File: config.mk
export PLATFORM = sky130hd
export DESIGN_NAME = utf8_stream_decoder_top
export DESIGN_NICKNAME = d
export VERILOG_FILES = /design/src/hw/rtl/u8d_pkg.sv /design/src/hw/rtl/u8d_decode.sv /design/src/hw/rtl/utf8_stream_decoder_top.sv
export SDC_FILE = /design/constraint.sdc
export NUM_CORES = 1
export LEC_CHECK = 0
export ABC_AREA = 1
export BUFFER_PORTS_ARGS = -buffer_cell sky130_fd_sc_hd__buf_2
export CELL_PAD_IN_SITES_DETAIL_PLACEMENT = 0
export CELL_PAD_IN_SITES_GLOBAL_PLACEMENT = 1
export CORE_ASPECT_RATIO = 0.5
export CORE_MARGIN = 2
export CORE_UTILIZATION = 47
export DETAILED_ROUTE_END_ITERATION = 16
export GPL_TIMING_DRIVEN = 0
export PLACE_DENSITY = 0.85
export SLEW_MARGIN = 20
export SYNTH_ARGS = -nofsm -noshare
export SYNTH_HDL_FRONTEND = slang
export SYNTH_HIERARCHICAL = 1
export SYNTH_SLANG_ARGS = --single-unit
File: constraint.sdc
create_clock -name clock -period 6.2 [get_ports clock]
set_input_delay 0.93 -clock clock [delete_from_list [all_inputs] [get_ports clock]]
set_output_delay 0.93 -clock clock [all_outputs]
set_load 0.05 [all_outputs]
File: src/hw/rtl/u8d_pkg.sv
// Shared types and constants for the UTF-8 stream decoder.
package u8d_pkg;

   localparam int unsigned CP_WIDTH = 21;

   // Byte class masks and codes
   localparam logic [7:0] ASCII_LIMIT = 8'h80;
   localparam logic [7:0] LEAD2_MASK  = 8'hE0;
   localparam logic [7:0] LEAD2_CODE  = 8'hC0;
   localparam logic [7:0] LEAD2_BITS  = 8'h1F;
   localparam logic [7:0] LEAD3_MASK  = 8'hF0;
   localparam logic [7:0] LEAD3_CODE  = 8'hE0;
   localparam logic [7:0] LEAD3_BITS  = 8'h0F;
   localparam logic [7:0] LEAD4_MASK  = 8'hF8;
   localparam logic [7:0] LEAD4_CODE  = 8'hF0;
   localparam logic [7:0] LEAD4_BITS  = 8'h07;
   localparam logic [7:0] CONT_MASK   = 8'hC0;
   localparam logic [7:0] CONT_CODE   = 8'h80;
   localparam logic [7:0] CONT_BITS   = 8'h3F;

   localparam logic [CP_WIDTH-1:0] REPLACEMENT_CP = 21'h00FFFD;

   // Continuation bytes still expected
   localparam logic [1:0] PEND_NONE = 2'd0;
   localparam logic [1:0] PEND_ONE  = 2'd1;
   localparam logic [1:0] PEND_TWO  = 2'd2;
   localparam logic [1:0] PEND_THREE = 2'd3;

   typedef struct packed {
      logic [7:0] text_byte;
      logic       end_of_text;
   } req_type;

   typedef struct packed {
      logic [CP_WIDTH-1:0] code_point;
      logic                is_replacement;
      logic                last_result;
   } rsp_type;

   typedef struct packed {
      logic                emit;
      rsp_type             rsp;
      logic [1:0]          pending_next;
      logic [CP_WIDTH-1:0] partial_next;
   } dec_out_type;

endpackage

File: src/hw/rtl/u8d_decode.sv
// Combinational decode of one byte against the current sequence state.
module u8d_decode
   import u8d_pkg::*;
(
   input  logic [1:0]          pending,
   input  logic [CP_WIDTH-1:0] partial,
   input  req_type             item,
   output dec_out_type         dec
);

   logic [7:0]          b;
   logic [1:0]          pend_dec;
   logic [CP_WIDTH-1:0] shifted;

   assign b        = item.text_byte;
   assign pend_dec = pending - 2'd1;
   assign shifted  = {partial[CP_WIDTH-7:0], b[5:0] & CONT_BITS[5:0]};

   always_comb begin
      dec.emit                = 1'b0;
      dec.rsp.code_point      = REPLACEMENT_CP;
      dec.rsp.is_replacement  = 1'b1;
      dec.rsp.last_result     = item.end_of_text;
      dec.pending_next        = pending;
      dec.partial_next        = partial;

      if (pending == PEND_NONE) begin
         priority if (b < ASCII_LIMIT) begin
            dec.emit               = 1'b1;
            dec.rsp.code_point     = {{(CP_WIDTH-8){1'b0}}, b};
            dec.rsp.is_replacement = 1'b0;
         end else if ((b & LEAD2_MASK) == LEAD2_CODE) begin
            dec.pending_next = PEND_ONE;
            dec.partial_next = {{(CP_WIDTH-8){1'b0}}, b & LEAD2_BITS};
         end else if ((b & LEAD3_MASK) == LEAD3_CODE) begin
            dec.pending_next = PEND_TWO;
            dec.partial_next = {{(CP_WIDTH-8){1'b0}}, b & LEAD3_BITS};
         end else if ((b & LEAD4_MASK) == LEAD4_CODE) begin
            dec.pending_next = PEND_THREE;
            dec.partial_next = {{(CP_WIDTH-8){1'b0}}, b & LEAD4_BITS};
         end else begin
            // stray continuation or invalid lead; state stays clear
            dec.emit = 1'b1;
         end
         // a lead on the final byte is cut off at once
         if (item.end_of_text && dec.pending_next != PEND_NONE) begin
            dec.emit         = 1'b1;
            dec.pending_next = PEND_NONE;
            dec.partial_next = '0;
         end
      end else if ((b & CONT_MASK) != CONT_CODE) begin
         // bad continuation: byte consumed, sequence dropped
         dec.emit         = 1'b1;
         dec.pending_next = PEND_NONE;
         dec.partial_next = '0;
      end else if (pend_dec == PEND_NONE) begin
         dec.emit               = 1'b1;
         dec.rsp.code_point     = shifted;
         dec.rsp.is_replacement = 1'b0;
         dec.pending_next       = PEND_NONE;
         dec.partial_next       = '0;
      end else if (item.end_of_text) begin
         dec.emit         = 1'b1;
         dec.pending_next = PEND_NONE;
         dec.partial_next = '0;
      end else begin
         dec.pending_next = pend_dec;
         dec.partial_next = shifted;
      end
   end

endmodule

File: src/hw/rtl/utf8_stream_decoder_top.sv
// UTF-8 stream decoder: one byte in, zero or one code point out.
//
// Takes one byte per clock unless a held result stalls the input, and gives its
// code point, if any, on the result port through one input register, then the
// decode against the sequence state, then the result register. The sequence state
// (count of continuation bytes and partial code point) is updated in the same
// cycle that a byte leaves the input register, so a byte may be accepted on every
// cycle. A held result stalls the input only when the waiting byte itself
// produces a result. Errors give U+FFFD with is_replacement set; a byte
// flagged end_of_text always returns the sequence state to its reset value.
module utf8_stream_decoder_top
   import u8d_pkg::*;
(
   input  logic    clock,
   input  logic    reset,
   input  logic    req_valid,
   output logic    req_ready,
   input  req_type req_data,
   output logic    rsp_valid,
   input  logic    rsp_ready,
   output rsp_type rsp_data
);

   logic                in_valid_ff, in_valid_in;
   req_type             in_item_ff, in_item_in;
   logic [1:0]          pending_ff, pending_in;
   logic [CP_WIDTH-1:0] partial_ff, partial_in;
   logic                out_valid_ff, out_valid_in;
   rsp_type             out_item_ff, out_item_in;

   dec_out_type dec;
   logic        out_free;
   logic        advance;

   u8d_decode u_decode (
      .pending (pending_ff),
      .partial (partial_ff),
      .item    (in_item_ff),
      .dec     (dec)
   );

   assign out_free  = !out_valid_ff || rsp_ready;
   // an item with no result never waits on the output side
   assign advance   = in_valid_ff && (!dec.emit || out_free);
   assign req_ready = !in_valid_ff || advance;

   always_comb begin
      in_valid_in  = in_valid_ff;
      in_item_in   = in_item_ff;
      pending_in   = pending_ff;
      partial_in   = partial_ff;
      out_valid_in = out_valid_ff;
      out_item_in  = out_item_ff;

      if (out_valid_ff && rsp_ready) begin
         out_valid_in = 1'b0;
      end
      if (advance) begin
         in_valid_in = 1'b0;
         pending_in  = dec.pending_next;
         partial_in  = dec.partial_next;
         if (dec.emit) begin
            out_valid_in = 1'b1;
            out_item_in  = dec.rsp;
         end
      end
      if (req_valid && req_ready) begin
         in_valid_in = 1'b1;
         in_item_in  = req_data;
      end
   end

   always_ff @(posedge clock) begin
      if (reset) begin
         in_valid_ff  <= 1'b0;
         out_valid_ff <= 1'b0;
         pending_ff   <= PEND_NONE;
         partial_ff   <= '0;
      end else begin
         in_valid_ff  <= in_valid_in;
         out_valid_ff <= out_valid_in;
         pending_ff   <= pending_in;
         partial_ff   <= partial_in;
      end
      in_item_ff  <= in_item_in;
      out_item_ff <= out_item_in;
   end

   assign rsp_valid = out_valid_ff;
   assign rsp_data  = out_item_ff;

   // end of text leaves no open sequence
   a_end_clears: assert property (@(posedge clock) disable iff (reset)
      (advance && in_item_ff.end_of_text) |=> (pending_ff == PEND_NONE))
      else $error("sequence still open after final byte");

   a_idle_partial: assert property (@(posedge clock) disable iff (reset)
      (pending_ff == PEND_NONE) |-> (partial_ff == '0))
      else $error("partial value left with no sequence open");

   a_repl_value: assert property (@(posedge clock) disable iff (reset)
      (out_valid_ff && out_item_ff.is_replacement) |-> (out_item_ff.code_point == REPLACEMENT_CP))
      else $error("replacement flag without U+FFFD");

   // an item with a result must not be dropped while the output is stalled
   a_no_drop: assert property (@(posedge clock) disable iff (reset)
      (in_valid_ff && dec.emit && out_valid_ff && !rsp_ready) |=> in_valid_ff)
      else $error("item lost under output stall");

endmodule
==> results of run 1 <==
layer usage:
| layer | global-route usage | part of all wire | vias up | wire [um] |
|---|---|---|---|---|
| met5 | 0 | 0 | - | 0 |
| met4 | 0.06878 | 0.0098 | 0 | 59 |
| met3 | 0.04707 | 0.063 | 5 | 377 |
| met2 | 0.3186 | 0.44 | 57 | 2645 |
| met1 | 0.2823 | 0.49 | 1029 | 2936 |
| li1 | - | - | 1136 | - |
metrics by stage:
step	setup slack, ns	power (mW)	instance area (um^2)	hold WS [ns]	utilization
floorplan	3.486	0.5333	2731	0.4516	-
global placement	3.402	0.5690	3008	0.4645	0.5430
detailed placement	3.365	0.5720	3008	0.4812	0.5430
CTS	3.047	0.8813	3171	0.4979	0.5724
global route	2.886	0.9148	3171	0.5293	0.5724
finish	3.034	0.8757	3171	0.4895	0.5724
sequential cells by signal, summed over array words and instances (netlist names):
register / count
in_item_ff: 9
partial_ff: 15
rsp_data: 23
in_valid_ff: 1
pending_ff: 2
rsp_valid: 1
worst min path at each step:
stage,startpoint,end,cells after the start
floorplan,partial_ff[10],partial_ff[10],2
global placement,partial_ff[10],partial_ff[10],2
detailed placement,partial_ff[9],partial_ff[9],2
CTS,partial_ff[9],partial_ff[9],2
global route,partial_ff[13],partial_ff[13],2
finish,partial_ff[9],partial_ff[9],2
worst register-to-register path: stages, from the launching register on:
cell,delay [ns]
dfxtp_1,0.34
inv_1,0.11
ha_1,0.14
buf_2,0.17
inv_1,0.16
nand3_1,0.16
inv_2,0.07
buf_2,0.15
a21oi_2,0.20
nand3_1,0.13
inv_1,0.73
area by class of cell:
cell class	count	area [um^2]	area share
sequential	51	1341	0.4230
multi-input combinational	208	1047	0.3303
timing repair buffer	37	185.2	0.05841
inverter	47	176.4	0.05564
buffer	23	166.4	0.05249
clock buffer	7	132.6	0.04183
tap	73	91.34	0.02881
clock inverter	1	30.03	0.009471
power by group through the flow:
stage / combinational, mW / clock (mW) / sequential (mW)
after floorplan: 0.0942 / 0 / 0.439
after global placement: 0.161 / 0 / 0.408
after detailed placement: 0.163 / 0 / 0.408
after CTS: 0.164 / 0.316 / 0.401
after global routing: 0.182 / 0.329 / 0.404
final: 0.164 / 0.311 / 0.401
==> flow_metrics.env, run 1 <==
export IMPL_syn_area_per_cell_um2=8.302
export IMPL_syn_num_nets=344
export IMPL_max_freq_mhz=315.9
export IMPL_skew_ns=0.009726
export IMPL_r2r_slack_ns=3.46
export IMPL_worstHoldPathType="flip-flop to flip-flop"
export IMPL_via_per_inst=4.982
export IMPL_crit_family="buffers and inverters"
export IMPL_final_nets=388
export IMPL_clk_pin_slew_ns=0.06
export IMPL_cp_cell_sequence="inv_1, ha_1, buf_2, inv_1, nand3_1, inv_2, buf_2, a21oi_2, nand4_1, buf_2"
export IMPL_rr_worst_depth=10
export IMPL_rsz0062_at_grt="false"
export IMPL_timing_hold_violations_final=0
export IMPL_synthCells=329
export IMPL_fin_crit_sh=0.5106
export IMPL_ir_drop_uv=119.4
export IMPL_grt_max_degree=24
export IMPL_ctsResizeCount=0
export IMPL_pin_count=38
export IMPL_area_delta_synth_final_pct=16.08
export IMPL_layout_drive_gt1_share=0.2594
export IMPL_wirelength_mm=6.019
export IMPL_grt_overflow=0
export IMPL_first_pass_iters=4
export IMPL_n_fill_cell=551
export IMPL_startpoint_type="flip-flop"
export IMPL_instances_no_fill=447
export IMPL_final_cell_mix="92 x nand2_1, 47 x buf_2, 41 x inv_1, 32 x edfxtp_1, 24 x nor2_1"
export IMPL_max_cap_viol_count=0
export IMPL_antenna_cells=0
export IMPL_ant_nets=0
export IMPL_critPathMaxStageDelay_ns=0.37
export IMPL_clkLatencyLatePin_ns=0.29
export IMPL_slew_violations=0
export IMPL_p_sw_mw=0.2479
export IMPL_drt_iter0_markers=87
export IMPL_crit_start="pending_ff[0]"
export IMPL_drc=0
export IMPL_relSlewSlack=0.3446
export IMPL_switching_share=0.2831
export IMPL_fp_dieH_um=57.91
export IMPL_portBuffers=37
export IMPL_coreArea_um2=5539
export IMPL_dp_hpwl_mm=4.399
export IMPL_tritoncts="done"
export IMPL_cts_buffer_depth=2
export IMPL_p_int_mw=0.6277
export IMPL_die_area_um2=6474
export IMPL_cp_max_fo=7
export IMPL_yosysWarnings=6
export IMPL_grt_usage=0.2027
export IMPL_p_seq_frac=0.458
export IMPL_power_density_nw_per_um2=276.2
export IMPL_period_needed_ns=3.166
export IMPL_hold_buffers=0
export IMPL_setup_tns_ns=0
export IMPL_r2r_start="pending_ff[0]"
export IMPL_grt_antenna_before_repair=0
export IMPL_tightest_slew_ns=0.9821
export IMPL_crit_buf_inv=6
export IMPL_post_cts_setup_buffers=0
export IMPL_setup_viol=0
export IMPL_start_util=0.4931
export IMPL_combinationalPowerShare=0.187
export IMPL_gp_congestion=0.9113
export IMPL_dp_cells=439
export IMPL_grt_pass1_wl_mm=10.07
export IMPL_syn_cell_area_um2=2731
export IMPL_vias=2227
export IMPL_post_drt_wl_per_cell_um=13.47
export IMPL_cp_depth=10
export IMPL_cts_inserted_buffers=5
export IMPL_path_class="flip-flop to primary output"
export IMPL_worst_path_most_repeated_cell="buf_2"
export IMPL_num_rows=19
export IMPL_final_common_cell="nand2_1"
export IMPL_crit_path_end_kind="primary output"
export IMPL_r2r_end="rsp_data[3]"
export IMPL_cp_required_ns=5.27
export IMPL_cpMaxStageDelayCell="dfxtp_1"
export IMPL_grt_pass1_vias=2074
export IMPL_root_buffer="clkbuf_16"
export IMPL_p_clk_frac=0.355
export IMPL_cts_sinks=51
export IMPL_ctsHtreeMaxLevel=2
export IMPL_power_leakage_nw=1.412
export IMPL_die_w_um=111.8
export IMPL_critical_path_arrival_ns=2.24
export IMPL_endpoint="req_ready"
export IMPL_run_status="finished clean"
Power figures use the tool's default switching activity.
==> inputs of run 2 (changes only) <==
- CORE_UTILIZATION: 47 -> 43
- PLACE_DENSITY: 0.85 -> 0.78
- clock period: 6.2 -> 3.05 ns (I/O delays scaled with it)
==> run 2 against run 1 <==
  * First-iteration DRC count is 71% higher
  * Global-route usage is 1.1 points lower
  * Total power is 100% higher
  * Hold slack worse by 0.16 ns
  * Routed wire length is 2.6% higher
  * Sequential share of layout area is 0.33 points lower
  * Clock skew is 0.0055 ns lower
  * Sequential power is 100% higher
  * Cell area is 0.79% higher
  * Via count is 0.67% higher
  * Combinational power is 100% higher
==> flow_metrics.env, run 2 (synthesis results as in run 1) <==
export IMPL_run_status="finished clean"
export IMPL_switching_share=0.2891
export IMPL_fp_dieH_um=60.36
export IMPL_coreArea_um2=6106
export IMPL_max_freq_mhz=368.4
export IMPL_post_drt_wl_per_cell_um=13.37
export IMPL_num_rows=20
export IMPL_power_mw=1.793
export IMPL_dp_cells=454
export IMPL_vias=2242
export IMPL_place_area_um2=3027
export IMPL_grt_usage=0.1913
export IMPL_postLayoutCoreUtil=0.5234
export IMPL_ant_nets=0
export IMPL_final_nets=388
export IMPL_wirelength_mm=6.176
export IMPL_timing_hold_violations_final=0
export IMPL_clk_pin_slew_ns=0.07
export IMPL_cts_inserted_buffers=5
export IMPL_max_cap_viol_count=0
export IMPL_cts_buffer_depth=2
export IMPL_power_leakage_nw=1.417
export IMPL_hold_buffers=0
export IMPL_slew_violations=0
export IMPL_drc=0
export IMPL_setup_tns_ns=0
export IMPL_skew_ns=0.004196
export IMPL_maxUsedRoutingLayer="met4"
export IMPL_ctsResizeCount=0
export IMPL_cp_required_ns=2.97
export IMPL_p_clk_frac=0.359
export IMPL_clkLatencyLatePin_ns=0.29
export IMPL_ctsHtreeMaxLevel=2
export IMPL_crit_buf_inv=6
export IMPL_portBuffers=37
export IMPL_cpMaxStageDelayCell="inv_1"
export IMPL_fin_hold_ws_ns=0.3309
export IMPL_relSlewSlack=0.3694
export IMPL_area_delta_synth_final_pct=16.99
export IMPL_p_sw_mw=0.5183
export IMPL_root_buffer="clkbuf_16"
export IMPL_die_area_um2=7044
export IMPL_layout_drive_gt1_share=0.2647
export IMPL_grt_max_degree=24
export IMPL_ir_drop_uv=227.7
export IMPL_pre_cts_slack_ns=0.3102
export IMPL_combinationalPowerShare=0.186
export IMPL_fin_area_um2=3196
export IMPL_n_fill_cell=623
export IMPL_met1_length_mm=3.035
export IMPL_pin_count=38
export IMPL_rsz0062_at_grt="false"
export IMPL_period_needed_ns=2.714
export IMPL_tritoncts="done"
export IMPL_setup_viol=0
export IMPL_tightest_slew_ns=0.9448
export IMPL_via_per_inst=4.853
export IMPL_dr_wl_met2_mm=2.735
export IMPL_gp_congestion=0.8589
export IMPL_die_w_um=116.7
export IMPL_cp_max_fo=23
export IMPL_grt_pass1_vias=2010
export IMPL_worstHoldPathType="input port to flip-flop"
export IMPL_crit_family="buffers and inverters"
export IMPL_crit_path_end_kind="flip-flop"
export IMPL_power_density_nw_per_um2=561.2
export IMPL_grt_antenna_before_repair=0
export IMPL_fin_crit_sh=0.8900
export IMPL_critical_path_arrival_ns=2.63
export IMPL_final_common_cell="nand2_1"
export IMPL_grt_overflow=0
export IMPL_instances_no_fill=462
export IMPL_critPathMaxStageDelay_ns=0.70
export IMPL_worst_path_most_repeated_cell="inv_1"
export IMPL_p_int_mw=1.275
export IMPL_largest_register_ffs=23
export IMPL_post_cts_setup_buffers=0
export IMPL_cts_sinks=51
export IMPL_first_pass_iters=4
export IMPL_startpoint_type="flip-flop"
export IMPL_cp_cell_sequence="inv_1, ha_1, buf_2, inv_1, nand3_1, inv_2, buf_2, a21oi_2, nand3_1, inv_1"
export IMPL_start_util=0.4473
export IMPL_setup_slack_ns=0.3355
export IMPL_final_cell_mix="92 x nand2_1, 47 x buf_2, 41 x inv_1, 32 x edfxtp_1, 24 x nor2_1"
export IMPL_dp_hpwl_mm=4.522
export IMPL_drt_iter0_markers=149
export IMPL_grt_pass1_wl_mm=9.977
export IMPL_path_class="flip-flop to flip-flop"
export IMPL_p_seq_frac=0.454
export IMPL_met3_length_um=363
export IMPL_antenna_cells=0
## run 2: changes by cell type in the layout (fill, tap and decap cells not counted)
cell      before  now
clkinv_4       0    1
clkbuf_1       5    3
clkinv_2       0    1
## run 2: worst paths after layout
kind | startpoint | slack, ns | cells past startpoint | endpoint
min reg2reg | partial_ff[14] | 0.49 | 2 | partial_ff[14]
max reg2reg | pending_ff[0] | 0.34 | 10 | rsp_data[2]
min | reset | 0.33 | 2 | in_valid_ff
max | pending_ff[0] | 0.34 | 10 | rsp_data[2]
## run 2: routing by layer
layer  vias to the layer above  track usage
met1                      1060       0.2739
met5                         -            0
met3                         5      0.04496
met4                         0      0.04034
li1                       1132            -
met2                        45       0.3014
## run 2: area by class of cell
cell class / count / area (um^2) / area share
Buffer: 23 / 166.4 / 0.05208
Timing Repair Buffer: 37 / 185.2 / 0.05795
Multi-Input combinational cell: 208 / 1047 / 0.3277
Clock buffer: 5 / 125.1 / 0.03915
Tap cell: 88 / 110.1 / 0.03446
Clock inverter: 3 / 43.79 / 0.01370
Inverter: 47 / 176.4 / 0.05521
Sequential cell: 51 / 1341 / 0.4197
## run 2: power groups by stage
stage,registers (mW),logic [mW],clock network [mW]
after floorplan,0.893,0.191,0
after global placement,0.829,0.329,0
after detailed placement,0.831,0.335,0
after CTS,0.815,0.337,0.655
after global routing,0.820,0.371,0.677
final,0.815,0.334,0.645
==> inputs of run 3 (changes only) <==
- REMOVE_ABC_BUFFERS: not set -> 1
==> run 3 against run 2 <==
  * Cell area down 5.2%
  * Via count is 5.4% lower
  * Clock skew hardly changed
  * Count of clock-buffer cells in the layout did not move
  * Setup slack got worse by 0.13 ns
  * Die area did not move
  * Sequential share of layout area is 2.3 points higher
  * Critical path depth decreased by 2
  * Final cell count down 4.8%
  * Sequential power up 0.6%
  * Sequential cell count did not move
  * Critical path type is now flip-flop to primary output
  * Critical endpoint is now req_ready
  * Largest power group unchanged
==> flow_metrics.env, run 3 (synthesis results as in run 1) <==
export IMPL_setup_tns_ns=0
export IMPL_layout_drive_gt1_share=0.2386
export IMPL_largest_register_ffs=23
export IMPL_die_w_um=116.7
export IMPL_r2r_start="pending_ff[0]"
export IMPL_pre_cts_slack_ns=-0.8260
export IMPL_tightest_slew_ns=0.7703
export IMPL_n_fill_cell=611
export IMPL_slew_violations=0
export IMPL_final_cell_mix="92 x nand2_1, 39 x inv_1, 37 x buf_2, 32 x edfxtp_1, 24 x nor2_1"
export IMPL_fp_dieH_um=60.36
export IMPL_grt_antenna_before_repair=0
export IMPL_cp_required_ns=2.59
export IMPL_wirelength_mm=5.562
export IMPL_grt_usage=0.1708
export IMPL_final_nets=366
export IMPL_critical_path_arrival_ns=2.39
export IMPL_portBuffers=37
export IMPL_grt_max_degree=37
export IMPL_antenna_cells=0
export IMPL_max_freq_mhz=351.0
export IMPL_root_buffer="clkbuf_16"
export IMPL_clk_pin_slew_ns=0.06
export IMPL_power_density_nw_per_um2=549.1
export IMPL_drc=0
export IMPL_ir_drop_uv=222.8
export IMPL_grt_pass1_vias=1888
export IMPL_grt_pass1_wl_mm=9.142
export IMPL_dp_hpwl_mm=3.573
export IMPL_crit_start="pending_ff[0]"
export IMPL_cp_max_fo=25
export IMPL_ctsHtreeMaxLevel=2
export IMPL_period_needed_ns=2.849
export IMPL_cts_buffer_depth=2
export IMPL_cts_inserted_buffers=5
export IMPL_relSlewSlack=0.4865
export IMPL_setup_slack_ns=0.2007
export IMPL_skew_ns=0.004587
export IMPL_drt_iter0_markers=131
export IMPL_crit_path_end_kind="primary output"
export IMPL_power_leakage_nw=1.290
export IMPL_startpoint_type="flip-flop"
export IMPL_clkLatencyLatePin_ns=0.28
export IMPL_ant_nets=0
export IMPL_run_status="finished clean"
export IMPL_post_drt_wl_per_cell_um=12.64
export IMPL_max_cap_viol_count=0
export IMPL_start_util=0.4473
export IMPL_via_per_inst=4.820
export IMPL_pin_count=38
export IMPL_power_mw=1.663
export IMPL_setup_viol=0
export IMPL_coreArea_um2=6106
export IMPL_first_pass_iters=4
export IMPL_timing_hold_violations_final=0
export IMPL_area_delta_synth_final_pct=10.90
export IMPL_path_class="flip-flop to primary output"
export IMPL_die_area_um2=7044
export IMPL_fin_crit_sh=0.9342
export IMPL_vias=2121
export IMPL_rsz0062_at_grt="false"
export IMPL_num_rows=20
export IMPL_grt_overflow=0
export IMPL_postLayoutCoreUtil=0.4961
export IMPL_tritoncts="done"
export IMPL_hold_buffers=0
export IMPL_worstHoldPathType="input port to flip-flop"
export IMPL_gp_congestion=0.7836
export IMPL_final_common_cell="nand2_1"
export IMPL_cts_sinks=51
export IMPL_min_from="reset"
## run 3: through the flow
stage	std cells	instance area (um^2)	hold slack (ns)
2_1_floorplan	306	2565	0.4516
3_3_place_gp	431	2860	0.4603
3_5_place_dp	431	2861	0.4737
4_1_cts	440	3029	0.3232
5_1_grt	440	3029	0.3387
6_report	440	3029	0.3307
## run 3: critical path: stages, from the launching register on
cell	delay (ns)
dfxtp_1	0.33
inv_1	0.14
ha_4	0.35
clkinvlp_4	0.23
nand3_1	0.16
inv_2	0.16
a21oi_2	0.25
nand4_1	0.19
buf_2	0.29
## run 3: final cells by class
class,count,area [um^2],area share
repair buffers,38,192.7,0.06361
inverters,47,183.9,0.06072
flip-flops and latches,51,1343,0.4432
well taps,88,110.1,0.03635
clock inverters,3,15.01,0.004957
multi-input cells,208,1060,0.3499
clock buffers,5,125.1,0.04131
## run 3: final timing paths
| check | slack, ns | endpoint | cells past startpoint |
|---|---|---|---|
| max reg2reg | 0.45 | rsp_data[5] | 8 |
| min reg2reg | 0.49 | partial_ff[11] | 2 |
| max | 0.20 | req_ready | 8 |
| min | 0.33 | in_valid_ff | 2 |
## run 3: what timing repair did
item | CTS | global route
setup endpoints to repair | 50 | 0
setup buffers | 1 | 0
gates resized for setup | 4 | 0
## run 3: report_power, final
part	switching [mW]	total [mW]	internal (mW)
Combinational	0.220	0.305	0.0847
Clock	0.238	0.538	0.300
Sequential	0.0337	0.820	0.787
## run 3: routing by layer
layer / vias up / global-route usage / share of wire
li1: 1091 / - / -
met1: 978 / 0.2439 / 0.49
met2: 48 / 0.2709 / 0.44
met3: 4 / 0.03397 / 0.052
met4: 0 / 0.04538 / 0.011
met5: - / 0 / 0
